### src/rtl/prc_pkg.sv
`default_nettype none
// ----------------------------------------------------------------------------
// prc_pkg
// Types, register codes and constants shared by the pulse rate classifier.
// ----------------------------------------------------------------------------
package prc_pkg;

    localparam int CFG_IDX_W  = 3;
    localparam int CFG_DATA_W = 20;

    // register indexes on the configuration port
    localparam logic [CFG_IDX_W-1:0] REG_DEBOUNCE  = 3'd0;
    localparam logic [CFG_IDX_W-1:0] REG_WINDOW    = 3'd1;
    localparam logic [CFG_IDX_W-1:0] REG_WIN_TOTAL = 3'd2;
    localparam logic [CFG_IDX_W-1:0] REG_RATE_A    = 3'd3;
    localparam logic [CFG_IDX_W-1:0] REG_RATE_B    = 3'd4;

    localparam logic [9:0]  RST_DEBOUNCE  = 10'd40;
    localparam logic [19:0] RST_WINDOW    = 20'd200000;
    localparam logic [4:0]  RST_WIN_TOTAL = 5'd5;
    localparam logic [15:0] RST_RATE_A    = 16'd547;
    localparam logic [15:0] RST_RATE_B    = 16'd312;

    localparam logic [10:0] SINCE_MAX = 11'd2047;
    localparam logic [15:0] COUNT_MAX = 16'd65535;
    localparam logic [22:0] AVG_MAX   = 23'h7FFFFF;
    localparam logic [9:0]  CONF_MAX  = 10'd1000;
    localparam logic [9:0]  CONF_LOW  = 10'd400;
    localparam logic [4:0]  SET_MAX   = 5'd16;

    // divider quotient lengths: average rate and confidence
    localparam int Q_LONG  = 23;
    localparam int Q_SHORT = 10;

    localparam int D_W   = 24;   // window length times set size
    localparam int XR_W  = 40;   // class rate times D
    localparam int NC_W  = 50;   // confidence numerator, below 1000 * 2^40

    typedef struct packed {
        logic [9:0]  debounce_ticks;
        logic [19:0] window_ticks;
        logic [4:0]  window_total;
        logic [15:0] rate_a_hz;
        logic [15:0] rate_b_hz;
    } t_cfg;

    // one finished window, front to back
    typedef struct packed {
        logic [15:0] pulses;
        logic [3:0]  number;
        logic        set_done;
        logic [19:0] total;
    } t_rec;

    typedef struct packed {
        logic [15:0] window_pulses;
        logic [3:0]  window_number;
        logic        set_done;
        logic [22:0] avg_rate_centihz;
        logic        class_is_a;
        logic [9:0]  confidence_tenths;
        logic        low_confidence;
    } t_res;

    typedef enum logic [3:0] {
        BK_IDLE,
        BK_MUL1,
        BK_MUL2,
        BK_DIFF,
        BK_CMP,
        BK_DIVA,
        BK_MULC,
        BK_STC,
        BK_DIVC,
        BK_DONE
    } t_bk_state;

    // windows per set, with zero read as one and anything above sixteen as sixteen
    function automatic logic [4:0] set_size(input logic [4:0] total);
        logic [4:0] n;
        n = total;
        if (total == 5'd0) begin
            n = 5'd1;
        end else if (total > SET_MAX) begin
            n = SET_MAX;
        end
        return n;
    endfunction

endpackage
`default_nettype wire

### src/rtl/prc_fifo.sv
`default_nettype none
// ----------------------------------------------------------------------------
// prc_fifo
// Small flop-based queue between the window counter and the calculator.
// ----------------------------------------------------------------------------
module prc_fifo #(
    parameter int WIDTH = 41,
    parameter int DEPTH = 4
) (
    input  wire logic             i_clk,
    input  wire logic             i_rst_n,
    input  wire logic             i_push,
    input  wire logic [WIDTH-1:0] i_wdata,
    output logic                  o_full,
    input  wire logic             i_pop,
    output logic [WIDTH-1:0]      o_rdata,
    output logic                  o_empty
);

    localparam int AW = (DEPTH > 1) ? $clog2(DEPTH) : 1;

    logic [WIDTH-1:0] r_mem [DEPTH];
    logic [AW-1:0]    r_wp, r_rp;
    logic [AW:0]      r_cnt;
    logic             do_push, do_pop;

    assign o_full  = (r_cnt == (AW+1)'(DEPTH));
    assign o_empty = (r_cnt == '0);
    assign o_rdata = r_mem[r_rp];
    assign do_push = i_push && !o_full;
    assign do_pop  = i_pop && !o_empty;

    always_ff @(posedge i_clk) begin
        if (do_push) begin
            r_mem[r_wp] <= i_wdata;
        end
    end

    always_ff @(posedge i_clk) begin
        if (!i_rst_n) begin
            r_wp  <= '0;
            r_rp  <= '0;
            r_cnt <= '0;
        end else begin
            if (do_push) begin
                r_wp <= (r_wp == AW'(DEPTH-1)) ? '0 : r_wp + 1'b1;
            end
            if (do_pop) begin
                r_rp <= (r_rp == AW'(DEPTH-1)) ? '0 : r_rp + 1'b1;
            end
            if (do_push && !do_pop) begin
                r_cnt <= r_cnt + 1'b1;
            end else if (do_pop && !do_push) begin
                r_cnt <= r_cnt - 1'b1;
            end
        end
    end

endmodule
`default_nettype wire

### src/rtl/prc_front.sv
`default_nettype none
// ----------------------------------------------------------------------------
// prc_front
// Debounces edges, counts pulses per window and emits one record per window.
// ----------------------------------------------------------------------------
module prc_front (
    input  wire logic          i_clk,
    input  wire logic          i_rst_n,
    input  wire logic          i_tick,
    input  wire logic          i_edge,
    input  wire prc_pkg::t_cfg i_cfg,
    output logic               o_push,
    output prc_pkg::t_rec      o_rec
);

    logic [10:0] r_since, n_since;
    logic [19:0] r_wtc, n_wtc;
    logic [15:0] r_cnt, n_cnt;
    logic [3:0]  r_idx, n_idx;
    logic [19:0] r_total, n_total;

    logic [10:0] since_inc;
    logic        accept_edge;
    logic [15:0] cnt_inc;
    logic [19:0] wtc_inc;
    logic        win_end;
    logic [19:0] total_sum;
    logic        last;

    always_comb begin
        since_inc   = (r_since < prc_pkg::SINCE_MAX) ? r_since + 11'd1 : r_since;
        accept_edge = i_edge && (since_inc > {1'b0, i_cfg.debounce_ticks});
        cnt_inc     = (accept_edge && r_cnt < prc_pkg::COUNT_MAX) ? r_cnt + 16'd1 : r_cnt;
        wtc_inc     = r_wtc + 20'd1;
        win_end     = (wtc_inc >= i_cfg.window_ticks);
        total_sum   = r_total + {4'd0, cnt_inc};
        last        = ({1'b0, r_idx} + 5'd1) >= prc_pkg::set_size(i_cfg.window_total);

        n_since = accept_edge ? 11'd0 : since_inc;
        n_cnt   = cnt_inc;
        n_wtc   = wtc_inc;
        n_idx   = r_idx;
        n_total = r_total;
        if (win_end) begin
            n_wtc   = '0;
            n_cnt   = '0;
            n_idx   = last ? 4'd0 : r_idx + 4'd1;
            n_total = last ? 20'd0 : total_sum;
        end

        o_push          = i_tick && win_end;
        o_rec.pulses    = cnt_inc;
        o_rec.number    = r_idx;
        o_rec.set_done  = last;
        o_rec.total     = total_sum;
    end

    always_ff @(posedge i_clk) begin
        if (!i_rst_n) begin
            r_since <= '0;
            r_wtc   <= '0;
            r_cnt   <= '0;
            r_idx   <= '0;
            r_total <= '0;
        end else if (i_tick) begin
            r_since <= n_since;
            r_wtc   <= n_wtc;
            r_cnt   <= n_cnt;
            r_idx   <= n_idx;
            r_total <= n_total;
        end
    end

endmodule
`default_nettype wire

### src/rtl/prc_div.sv
`default_nettype none
// ----------------------------------------------------------------------------
// prc_div
// Restoring divider, one quotient bit per cycle, 23 or 10 quotient bits.
// The caller guarantees the quotient fits, so the remainder starts as the
// numerator shifted right by the quotient length.
// ----------------------------------------------------------------------------
module prc_div #(
    parameter int NUM_W = 54
) (
    input  wire logic                     i_clk,
    input  wire logic                     i_rst_n,
    input  wire logic                     i_start,
    input  wire logic                     i_long,
    input  wire logic [NUM_W-1:0]         i_num,
    input  wire logic [prc_pkg::XR_W-1:0] i_den,
    output logic                          o_busy,
    output logic [prc_pkg::Q_LONG-1:0]    o_quo
);

    localparam int RW = prc_pkg::XR_W;
    localparam int QL = prc_pkg::Q_LONG;
    localparam int QS = prc_pkg::Q_SHORT;

    logic [RW-1:0] r_rem;
    logic [RW-1:0] r_den;
    logic [QL-1:0] r_low;
    logic [QL-1:0] r_quo;
    logic [4:0]    r_cnt;
    logic          r_busy;

    logic [RW:0]   trial;
    logic          fits;

    // divisor is captured at start; the caller's mux may move on afterwards
    assign trial  = {r_rem, r_low[QL-1]};
    assign fits   = (trial >= {1'b0, r_den});
    assign o_busy = r_busy;
    assign o_quo  = r_quo;

    always_ff @(posedge i_clk) begin
        if (i_start) begin
            r_quo <= '0;
            r_den <= i_den;
            if (i_long) begin
                r_rem <= RW'(i_num >> QL);
                r_low <= i_num[QL-1:0];
            end else begin
                r_rem <= RW'(i_num >> QS);
                r_low <= {i_num[QS-1:0], {(QL-QS){1'b0}}};
            end
        end else if (r_busy) begin
            r_rem <= fits ? RW'(trial - {1'b0, r_den}) : RW'(trial);
            r_low <= {r_low[QL-2:0], 1'b0};
            r_quo <= {r_quo[QL-2:0], fits};
        end
    end

    always_ff @(posedge i_clk) begin
        if (!i_rst_n) begin
            r_busy <= 1'b0;
            r_cnt  <= '0;
        end else if (i_start) begin
            r_busy <= 1'b1;
            r_cnt  <= i_long ? 5'(QL) : 5'(QS);
        end else if (r_busy) begin
            r_cnt <= r_cnt - 5'd1;
            if (r_cnt == 5'd1) begin
                r_busy <= 1'b0;
            end
        end
    end

endmodule
`default_nettype wire

### src/rtl/prc_back.sv
`default_nettype none
// ----------------------------------------------------------------------------
// prc_back
// Takes window records from the queue, computes the set average, class and
// confidence on set-ending windows, and holds the result for the consumer.
// ----------------------------------------------------------------------------
module prc_back #(
    parameter int TICKS_PER_SECOND = 1000000
) (
    input  wire logic          i_clk,
    input  wire logic          i_rst_n,
    input  wire prc_pkg::t_cfg i_cfg,
    input  wire logic          i_q_empty,
    input  wire prc_pkg::t_rec i_q_rec,
    output logic               o_q_pop,
    input  wire logic          i_pop,
    output logic               o_empty,
    output prc_pkg::t_res      o_res
);

    localparam int TPS_W  = $clog2(TICKS_PER_SECOND + 1);
    localparam int X_W    = 20 + TPS_W;
    localparam int X100_W = X_W + 7;
    localparam int CW     = (X_W + 1 > prc_pkg::XR_W + 1) ? X_W + 1 : prc_pkg::XR_W + 1;
    localparam int SW     = (X100_W > prc_pkg::D_W + prc_pkg::Q_LONG) ?
                            X100_W : prc_pkg::D_W + prc_pkg::Q_LONG;
    localparam int NUM_W  = (X100_W > prc_pkg::NC_W) ? X100_W : prc_pkg::NC_W;
    localparam int XR_W   = prc_pkg::XR_W;
    localparam int D_W    = prc_pkg::D_W;

    prc_pkg::t_bk_state r_state, n_state;

    prc_pkg::t_rec      r_rec;
    prc_pkg::t_res      r_res, res_next;
    logic               r_res_vld;

    logic [D_W-1:0]         r_d;
    logic [X_W-1:0]         r_x;
    logic [X100_W-1:0]      r_x100;
    logic [XR_W-1:0]        r_xa, r_xb, r_sep;
    logic [CW-1:0]          r_da, r_db, r_mid;
    logic                   r_cls, r_conf_sat, r_avg_sat;
    logic [prc_pkg::NC_W-1:0] r_numc;
    logic [22:0]            r_avg;
    logic [9:0]             r_conf;

    logic                   out_free;
    logic                   load_out;
    logic                   div_start, div_long, div_busy;
    logic [NUM_W-1:0]       div_num;
    logic [XR_W-1:0]        div_den;
    logic [prc_pkg::Q_LONG-1:0] div_quo;

    logic [19:0]            wlen;
    logic [CW-1:0]          xe, ae, be, x2, ab_sum;
    logic [XR_W-1:0]        mid40;
    logic [9:0]             conf_fin;

    assign out_free = !r_res_vld || i_pop;
    assign o_empty  = !r_res_vld;
    assign o_res    = r_res;
    assign wlen     = (i_cfg.window_ticks == 20'd0) ? 20'd1 : i_cfg.window_ticks;

    // next state
    always_comb begin
        n_state = r_state;
        unique case (r_state)
            prc_pkg::BK_IDLE: begin
                if (!i_q_empty && i_q_rec.set_done) begin
                    n_state = prc_pkg::BK_MUL1;
                end
            end
            prc_pkg::BK_MUL1: n_state = prc_pkg::BK_MUL2;
            prc_pkg::BK_MUL2: n_state = prc_pkg::BK_DIFF;
            prc_pkg::BK_DIFF: n_state = prc_pkg::BK_CMP;
            prc_pkg::BK_CMP:  n_state = prc_pkg::BK_DIVA;
            prc_pkg::BK_DIVA: begin
                if (!div_busy) begin
                    n_state = prc_pkg::BK_MULC;
                end
            end
            prc_pkg::BK_MULC: n_state = prc_pkg::BK_STC;
            prc_pkg::BK_STC:  n_state = prc_pkg::BK_DIVC;
            prc_pkg::BK_DIVC: begin
                if (!div_busy) begin
                    n_state = prc_pkg::BK_DONE;
                end
            end
            prc_pkg::BK_DONE: begin
                if (out_free) begin
                    n_state = prc_pkg::BK_IDLE;
                end
            end
            default: n_state = prc_pkg::BK_IDLE;
        endcase
    end

    // state outputs
    always_comb begin
        o_q_pop   = 1'b0;
        load_out  = 1'b0;
        div_start = 1'b0;
        div_long  = 1'b0;
        unique case (r_state)
            prc_pkg::BK_IDLE: begin
                o_q_pop  = !i_q_empty && (i_q_rec.set_done || out_free);
                load_out = !i_q_empty && !i_q_rec.set_done && out_free;
            end
            prc_pkg::BK_CMP: begin
                div_start = 1'b1;
                div_long  = 1'b1;
            end
            prc_pkg::BK_STC: div_start = 1'b1;
            prc_pkg::BK_DONE: load_out = out_free;
            default: ;
        endcase
    end

    assign div_num = div_long ? NUM_W'(r_x100) : NUM_W'(r_numc);
    assign div_den = div_long ? XR_W'(r_d) : r_sep;

    prc_div #(
        .NUM_W (NUM_W)
    ) u_div (
        .i_clk   (i_clk),
        .i_rst_n (i_rst_n),
        .i_start (div_start),
        .i_long  (div_long),
        .i_num   (div_num),
        .i_den   (div_den),
        .o_busy  (div_busy),
        .o_quo   (div_quo)
    );

    // distances, all scaled by D so no fractions appear
    always_comb begin
        xe     = CW'(r_x);
        ae     = CW'(r_xa);
        be     = CW'(r_xb);
        x2     = xe << 1;
        ab_sum = ae + be;
        mid40  = r_mid[XR_W-1:0];
        conf_fin = r_conf_sat ? prc_pkg::CONF_MAX : r_conf;
    end

    always_ff @(posedge i_clk) begin
        unique case (r_state)
            prc_pkg::BK_IDLE: r_rec <= i_q_rec;
            prc_pkg::BK_MUL1: begin
                r_d <= D_W'(wlen) * D_W'(prc_pkg::set_size(i_cfg.window_total));
                r_x <= X_W'(r_rec.total) * X_W'(TICKS_PER_SECOND);
            end
            prc_pkg::BK_MUL2: begin
                r_xa   <= XR_W'(i_cfg.rate_a_hz) * XR_W'(r_d);
                r_xb   <= XR_W'(i_cfg.rate_b_hz) * XR_W'(r_d);
                // times 100 = 64 + 32 + 4
                r_x100 <= (X100_W'(r_x) << 6) + (X100_W'(r_x) << 5) + (X100_W'(r_x) << 2);
            end
            prc_pkg::BK_DIFF: begin
                r_da  <= (xe >= ae) ? xe - ae : ae - xe;
                r_db  <= (xe >= be) ? xe - be : be - xe;
                r_mid <= (x2 >= ab_sum) ? x2 - ab_sum : ab_sum - x2;
                r_sep <= (r_xa >= r_xb) ? r_xa - r_xb : r_xb - r_xa;
            end
            prc_pkg::BK_CMP: begin
                r_cls      <= (r_da <= r_db);
                r_conf_sat <= (r_sep == '0) || (r_mid >= CW'(r_sep));
                r_avg_sat  <= SW'(r_x100) >= (SW'(r_d) << prc_pkg::Q_LONG);
            end
            prc_pkg::BK_DIVA: r_avg <= div_quo;
            prc_pkg::BK_MULC: begin
                // times 1000 = 1024 - 16 - 8
                r_numc <= (prc_pkg::NC_W'(mid40) << 10) - (prc_pkg::NC_W'(mid40) << 4)
                          - (prc_pkg::NC_W'(mid40) << 3);
            end
            prc_pkg::BK_DIVC: r_conf <= div_quo[prc_pkg::Q_SHORT-1:0];
            default: ;
        endcase
    end

    always_comb begin
        res_next = '0;
        if (r_state == prc_pkg::BK_DONE) begin
            res_next.window_pulses     = r_rec.pulses;
            res_next.window_number     = r_rec.number;
            res_next.set_done          = 1'b1;
            res_next.avg_rate_centihz  = r_avg_sat ? prc_pkg::AVG_MAX : r_avg;
            res_next.class_is_a        = r_cls;
            res_next.confidence_tenths = conf_fin;
            res_next.low_confidence    = (conf_fin < prc_pkg::CONF_LOW);
        end else begin
            res_next.window_pulses     = i_q_rec.pulses;
            res_next.window_number     = i_q_rec.number;
        end
    end

    always_ff @(posedge i_clk) begin
        if (load_out) begin
            r_res <= res_next;
        end
    end

    always_ff @(posedge i_clk) begin
        if (!i_rst_n) begin
            r_state   <= prc_pkg::BK_IDLE;
            r_res_vld <= 1'b0;
        end else begin
            r_state <= n_state;
            if (load_out) begin
                r_res_vld <= 1'b1;
            end else if (i_pop) begin
                r_res_vld <= 1'b0;
            end
        end
    end

    ap_conf_range: assert property (@(posedge i_clk) disable iff (!i_rst_n)
        r_res_vld |-> r_res.confidence_tenths <= prc_pkg::CONF_MAX)
        else $error("confidence above cap");

    ap_partial_zero: assert property (@(posedge i_clk) disable iff (!i_rst_n)
        r_res_vld && !r_res.set_done |->
            r_res.avg_rate_centihz == '0 && !r_res.class_is_a &&
            r_res.confidence_tenths == '0 && !r_res.low_confidence)
        else $error("final fields set on a partial window");

    ap_div_idle_start: assert property (@(posedge i_clk) disable iff (!i_rst_n)
        div_start |-> !div_busy)
        else $error("divider restarted while busy");

    ap_hold_result: assert property (@(posedge i_clk) disable iff (!i_rst_n)
        r_res_vld && !i_pop |=> r_res_vld && $stable(r_res))
        else $error("waiting result changed before pop");

endmodule
`default_nettype wire

### src/rtl/pulse_rate_classifier.sv
`default_nettype none
// ----------------------------------------------------------------------------
// pulse_rate_classifier
// Debounced pulse counter over fixed windows with a two-rate classifier.
// ----------------------------------------------------------------------------
// Input channel: one transaction per microsecond tick (push/full), carrying
// the falling-edge flag. Result channel (empty/pop): one transaction at the
// end of each counting window; ticks that do not end a window give nothing.
// Configuration writes (i_cfg_we, i_cfg_idx, i_cfg_wdata) take effect at the
// next edge; indexes beyond the register list are ignored.
// A window that does not close a set passes through the queue and then the
// result register, once the calculator is idle and the result register is
// free. The window that closes a set goes through the calculator: six steps,
// a 23-bit average division and a 10-bit confidence division; its result is
// loaded when the result register is free. Both divisions share a single
// divider. Records wait in a four-entry queue meanwhile, so ticks keep
// flowing while the calculator is busy or the consumer stalls; full rises
// only when that queue fills.
// Reset restores the default registers, clears all counters, empties the queue
// and marks the result register empty.
// ----------------------------------------------------------------------------
module pulse_rate_classifier #(
    parameter int TICKS_PER_SECOND = 1000000
) (
    input  wire logic                              i_clk,
    input  wire logic                              i_rst_n,
    input  wire logic                              push,
    output logic                                   full,
    input  wire logic                              i_falling_edge,
    input  wire logic                              pop,
    output logic                                   empty,
    output logic [15:0]                            o_window_pulses,
    output logic [3:0]                             o_window_number,
    output logic                                   o_set_done,
    output logic [22:0]                            o_avg_rate_centihz,
    output logic                                   o_class_is_a,
    output logic [9:0]                             o_confidence_tenths,
    output logic                                   o_low_confidence,
    input  wire logic                              i_cfg_we,
    input  wire logic [prc_pkg::CFG_IDX_W-1:0]     i_cfg_idx,
    input  wire logic [prc_pkg::CFG_DATA_W-1:0]    i_cfg_wdata
);

    localparam int REC_W = $bits(prc_pkg::t_rec);

    prc_pkg::t_cfg r_cfg;
    prc_pkg::t_rec front_rec, q_rec;
    prc_pkg::t_res res;
    logic          tick, front_push, q_full, q_empty, q_pop;
    logic [REC_W-1:0] q_rdata;

    always_ff @(posedge i_clk) begin
        if (!i_rst_n) begin
            r_cfg.debounce_ticks <= prc_pkg::RST_DEBOUNCE;
            r_cfg.window_ticks   <= prc_pkg::RST_WINDOW;
            r_cfg.window_total   <= prc_pkg::RST_WIN_TOTAL;
            r_cfg.rate_a_hz      <= prc_pkg::RST_RATE_A;
            r_cfg.rate_b_hz      <= prc_pkg::RST_RATE_B;
        end else if (i_cfg_we) begin
            unique case (i_cfg_idx)
                prc_pkg::REG_DEBOUNCE:  r_cfg.debounce_ticks <= i_cfg_wdata[9:0];
                prc_pkg::REG_WINDOW:    r_cfg.window_ticks   <= i_cfg_wdata;
                prc_pkg::REG_WIN_TOTAL: r_cfg.window_total   <= i_cfg_wdata[4:0];
                prc_pkg::REG_RATE_A:    r_cfg.rate_a_hz      <= i_cfg_wdata[15:0];
                prc_pkg::REG_RATE_B:    r_cfg.rate_b_hz      <= i_cfg_wdata[15:0];
                default: ;
            endcase
        end
    end

    assign full = q_full;
    assign tick = push && !q_full;

    prc_front u_front (
        .i_clk   (i_clk),
        .i_rst_n (i_rst_n),
        .i_tick  (tick),
        .i_edge  (i_falling_edge),
        .i_cfg   (r_cfg),
        .o_push  (front_push),
        .o_rec   (front_rec)
    );

    prc_fifo #(
        .WIDTH (REC_W),
        .DEPTH (4)
    ) u_fifo (
        .i_clk   (i_clk),
        .i_rst_n (i_rst_n),
        .i_push  (front_push),
        .i_wdata (front_rec),
        .o_full  (q_full),
        .i_pop   (q_pop),
        .o_rdata (q_rdata),
        .o_empty (q_empty)
    );

    assign q_rec = prc_pkg::t_rec'(q_rdata);

    prc_back #(
        .TICKS_PER_SECOND (TICKS_PER_SECOND)
    ) u_back (
        .i_clk     (i_clk),
        .i_rst_n   (i_rst_n),
        .i_cfg     (r_cfg),
        .i_q_empty (q_empty),
        .i_q_rec   (q_rec),
        .o_q_pop   (q_pop),
        .i_pop     (pop),
        .o_empty   (empty),
        .o_res     (res)
    );

    assign o_window_pulses     = res.window_pulses;
    assign o_window_number     = res.window_number;
    assign o_set_done          = res.set_done;
    assign o_avg_rate_centihz  = res.avg_rate_centihz;
    assign o_class_is_a        = res.class_is_a;
    assign o_confidence_tenths = res.confidence_tenths;
    assign o_low_confidence    = res.low_confidence;

endmodule
`default_nettype wire
### config.mk
export PLATFORM = sky130hd
export DESIGN_NAME = pulse_rate_classifier
export DESIGN_NICKNAME = d
export VERILOG_FILES = /design/src/rtl/prc_pkg.sv /design/src/rtl/prc_fifo.sv /design/src/rtl/prc_front.sv /design/src/rtl/prc_div.sv /design/src/rtl/prc_back.sv /design/src/rtl/pulse_rate_classifier.sv
export SDC_FILE = /design/constraint.sdc
export NUM_CORES = 2
export LEC_CHECK = 0
export BUFFER_PORTS_ARGS = -buffer_cell sky130_fd_sc_hd__clkbuf_2
export CORE_ASPECT_RATIO = 1.75
export CORE_MARGIN = 1.5
export CORE_UTILIZATION = 30
export CTS_CLUSTER_DIAMETER = 40
export CTS_CLUSTER_SIZE = 20
export DETAILED_ROUTE_END_ITERATION = 8
export SETUP_SLACK_MARGIN = 0.5
export SYNTH_ARGS = -nofsm -noshare
export SYNTH_HDL_FRONTEND = slang
export SYNTH_SLANG_ARGS = --single-unit
### constraint.sdc
create_clock -name i_clk -period 23.5 [get_ports i_clk]
set_input_delay 3.525 -clock i_clk [delete_from_list [all_inputs] [get_ports i_clk]]
set_output_delay 3.525 -clock i_clk [all_outputs]
set_load 0.005 [all_outputs]
==> reports/qor.yml <==
status: "complete, but fails checks"
violations: "capacitance limit, slew limit"
path_delay_family: "compound AO/OA/AOI/OAI gates"
hold_violations: 0
min_from: "u_back.u_div.o_quo[22]"
multi_input_area_um2: 62100
root_buffer: "clkbuf_16"
cts_tree: "yes"
synth_most_common_cell: "inv_1"
clk_latency_ns: 0.86
wl_met1_mm: 107
synth_top_area_cell: "edfxtp_1"
drv_slew: 2
yosysWarnings: 0
die_area_um2: 323000
numCtsBuffers: 140
clock_skew_ns: 0.119
synthSimpleGateAreaFrac_pct: 13.5
finalNetCount: 11800
fin_tns_setup_ns: 0
drv_cap: 1
routabilityCongestion: 1.04
synthArstFlopShare_pct: 0
clockBufferDepth: 4
period_needed_ns: 8.11
wl_per_cell_um: 23.1
drt_iter0_drc: 4130
netlist_top_cells_area: "edfxtp_1 25%, fa_1 17%, ha_1 13%"
rsz0062_at_grt: "false"
r2r_start: "u_back.r_xb[1]"
placed_cells: 14000
synth_compound_area_share_pct: 14.4
grt_overflow: 0
synth_seq_cells: 963
synth_fa_ha_area_share_pct: 30.0
port_buffers: 86
topRoutingLayerUsed: "met5"
setup_slack_ns: 15.39
timing.critical_path.buf_inv: 2
fin_hold_ws_ns: 0.439
viasPerCell: 5.19
syn_to_final_growth_pct: 10.1
core_area_um2: 318000
cp-start-kind: "flop"
syn_area_um2: 95700
crit_cells: 24
syn_nets: 11900
setup_viol: 0
netlist_top_cells_count: "1323 x inv_1, 1033 x nand2_1, 997 x ha_1"
synth_edf_count: 782
critPathKind: "reg -> reg"
arrival_ns: 8.64
holdBufCountCts: 0
ios: 87
grt_max_degree: 71
ant_nets: 0
ctsResizeCount: 0
antenna_found_initial: 14
dr.pass1.iters: 8
grt_pass1_vias: 78500
crit_start: "u_back.r_xb[1]"
relSlewSlack_pct: -4.82
ctsHtreeMaxLevel: 4
drive_above_1_share_pct: 6.12
wl_met2_mm: 174
yosysSeqAreaShare_pct: 28.3
routed_wl_mm: 328
syn_area_per_cell_um2: 9.49
die_w_um: 430
dp_slack_ns: 15.47
synthMuxAreaShare_pct: 2.32
hold_path.class: "reg -> reg"
tightest_slew_ns: 1.56
fmax_ghz: 0.123
fin_crit_sh_pct: 34.5
cp-end-kind: "flop"
initial_core_util_pct: 30.1
slowest_stage: "a311oi_1"
path_cells: "inv_1, ha_1, nor2b_1, o211ai_1, a221oi_1, o211ai_1, a311oi_1, nor3_1, o31ai_2, a221oi_2, o31ai_2, mux2i_1, nand2_1, ha_1, nand4_1, nor4_1, nand3_1, nor2_1, o22a_2, nand2b_1, buf_4, mux2_1, a31oi_1, xnor2_1"
synth_top_area_share_pct: 24.5
grt_pass1_wl_mm: 485
critPathMaxFanout: 34
wl_met3_mm: 12.3
die_h_um: 750
ys_types: 103
hold_depth: 0
grt_usage_pct: 20.1
cts_setup_buffers: 0
reg2reg_depth: 24
clkSinkCount: 963
critPathRequiredTime_ns: 24.03
dpl.hpwl_mm: 263
drc_errors: 0
synth_ff_type: "edfxtp_1"
clk_pin_slew_ns: 0.07
ff_latch_area_um2: 27100
rows: 274
n_fill_cell: 32600
synth_top_family_by_area: "adder cells"
slowest_delay_ns: 0.88
routed-via-count: 73900
synth-xor-area-share_pct: 4.46
final_cells: 14200
syn_inst: 10100
-- cells by family (layout without fill, tap and decap cells) --
logic type | Yosys count | after routing
fa+ha+maj | 1810 | 1810
compound gates | 2183 | 2183
other cells | 1 | 9
buf+inv | 1777 | 1781
mux | 166 | 166
xor+xnor | 488 | 488
flops | 963 | 963
simple gates | 2695 | 2695
-- flip-flops by register name, summed over array words and instances, names as in the netlist, 23 cells and up, named ones only --
signal and flops:
u_fifo.r_mem 164, r_cfg 67, u_back.o_res 56, u_back.r_numc 47, u_back.r_da 41, u_back.r_db 41, u_back.r_mid 41, u_back.r_rec 40
u_back.r_xa 40, u_back.r_xb 40, u_back.u_div.r_den 40, u_back.u_div.r_rem 40, u_back.r_sep 39, u_back.r_x100 39, u_back.r_x 34, u_back.r_d 24
u_back.r_avg 23, u_back.u_div.o_quo 23
-- layout make-up --
| class | instances | area share [%] |
|---|---|---|
| multi-input combinational | 7343 | 58.9 |
| clock buffer | 156 | 3.47 |
| timing repair buffer | 208 | 1.28 |
| sequential | 963 | 25.7 |
| tap | 4140 | 4.92 |
| clock inverter | 89 | 0.976 |
| inverter | 1328 | 4.73 |
| antenna | 8 | 0.0190 |
-- worst register-to-register path, delay by kind of cell (launching register included) --
family / cells / cell delay [ns]
buf+inv: 2 / 0.58
flops: 1 / 0.50
mux: 2 / 0.65
simple gates: 8 / 1.77
fa+ha+maj: 2 / 0.90
xor+xnor: 1 / 0.08
compound gates: 9 / 3.35
-- metal layers --
layer,GRT usage (%),up-vias
met4,18.3,8
li1,-,34100
met2,38.3,2067
met3,2.60,1039
met1,18.2,36600
met5,0,-
-- through the flow --
stage | cell area [µm²] | util (%)
floorplan | 95700 | -
global placement | 101000 | 31.7
detailed placement | 101000 | 31.7
CTS | 105000 | 33.2
global route | 105000 | 33.2
finish | 105000 | 33.2
-- cell usage in the layout, fill, tap and decap left out, drive strengths merged, types with 15 or more instances in the layout --
cell type / n
a211o: 15
a211oi: 59
a21boi: 30
a21o: 278
a21oi: 746
a221oi: 15
a22o: 15
a31oi: 59
and2: 364
and3: 63
buf: 122
clkbuf: 242
clkinv: 40
dfxtp: 181
edfxtp: 782
fa: 813
ha: 997
inv: 1364
mux2: 33
mux2i: 92
mux4: 41
nand2: 1033
nand2b: 77
nand3: 161
nand4: 126
nand4b: 18
nor2: 499
nor2b: 90
nor3: 111
nor4: 37
o211ai: 69
o21a: 106
o21ai: 444
o21bai: 116
o31ai: 41
o41ai: 17
or2: 20
or3: 42
xnor2: 325
xor2: 163
-- path summary, 6_finish.rpt --
| kind | to | slack (ns) |
|---|---|---|
| setup reg to reg | u_back.r_mid[40] | 15.39 |
| hold / removal | u_back.r_avg[22] | 0.44 |
| setup / recovery | u_back.r_mid[40] | 15.39 |
| hold reg to reg | u_back.r_avg[22] | 0.44 |
Power is left out: the tool's default activity adds up to more than one toggle a clock period on the data nets, which glitch-free logic cannot reach.
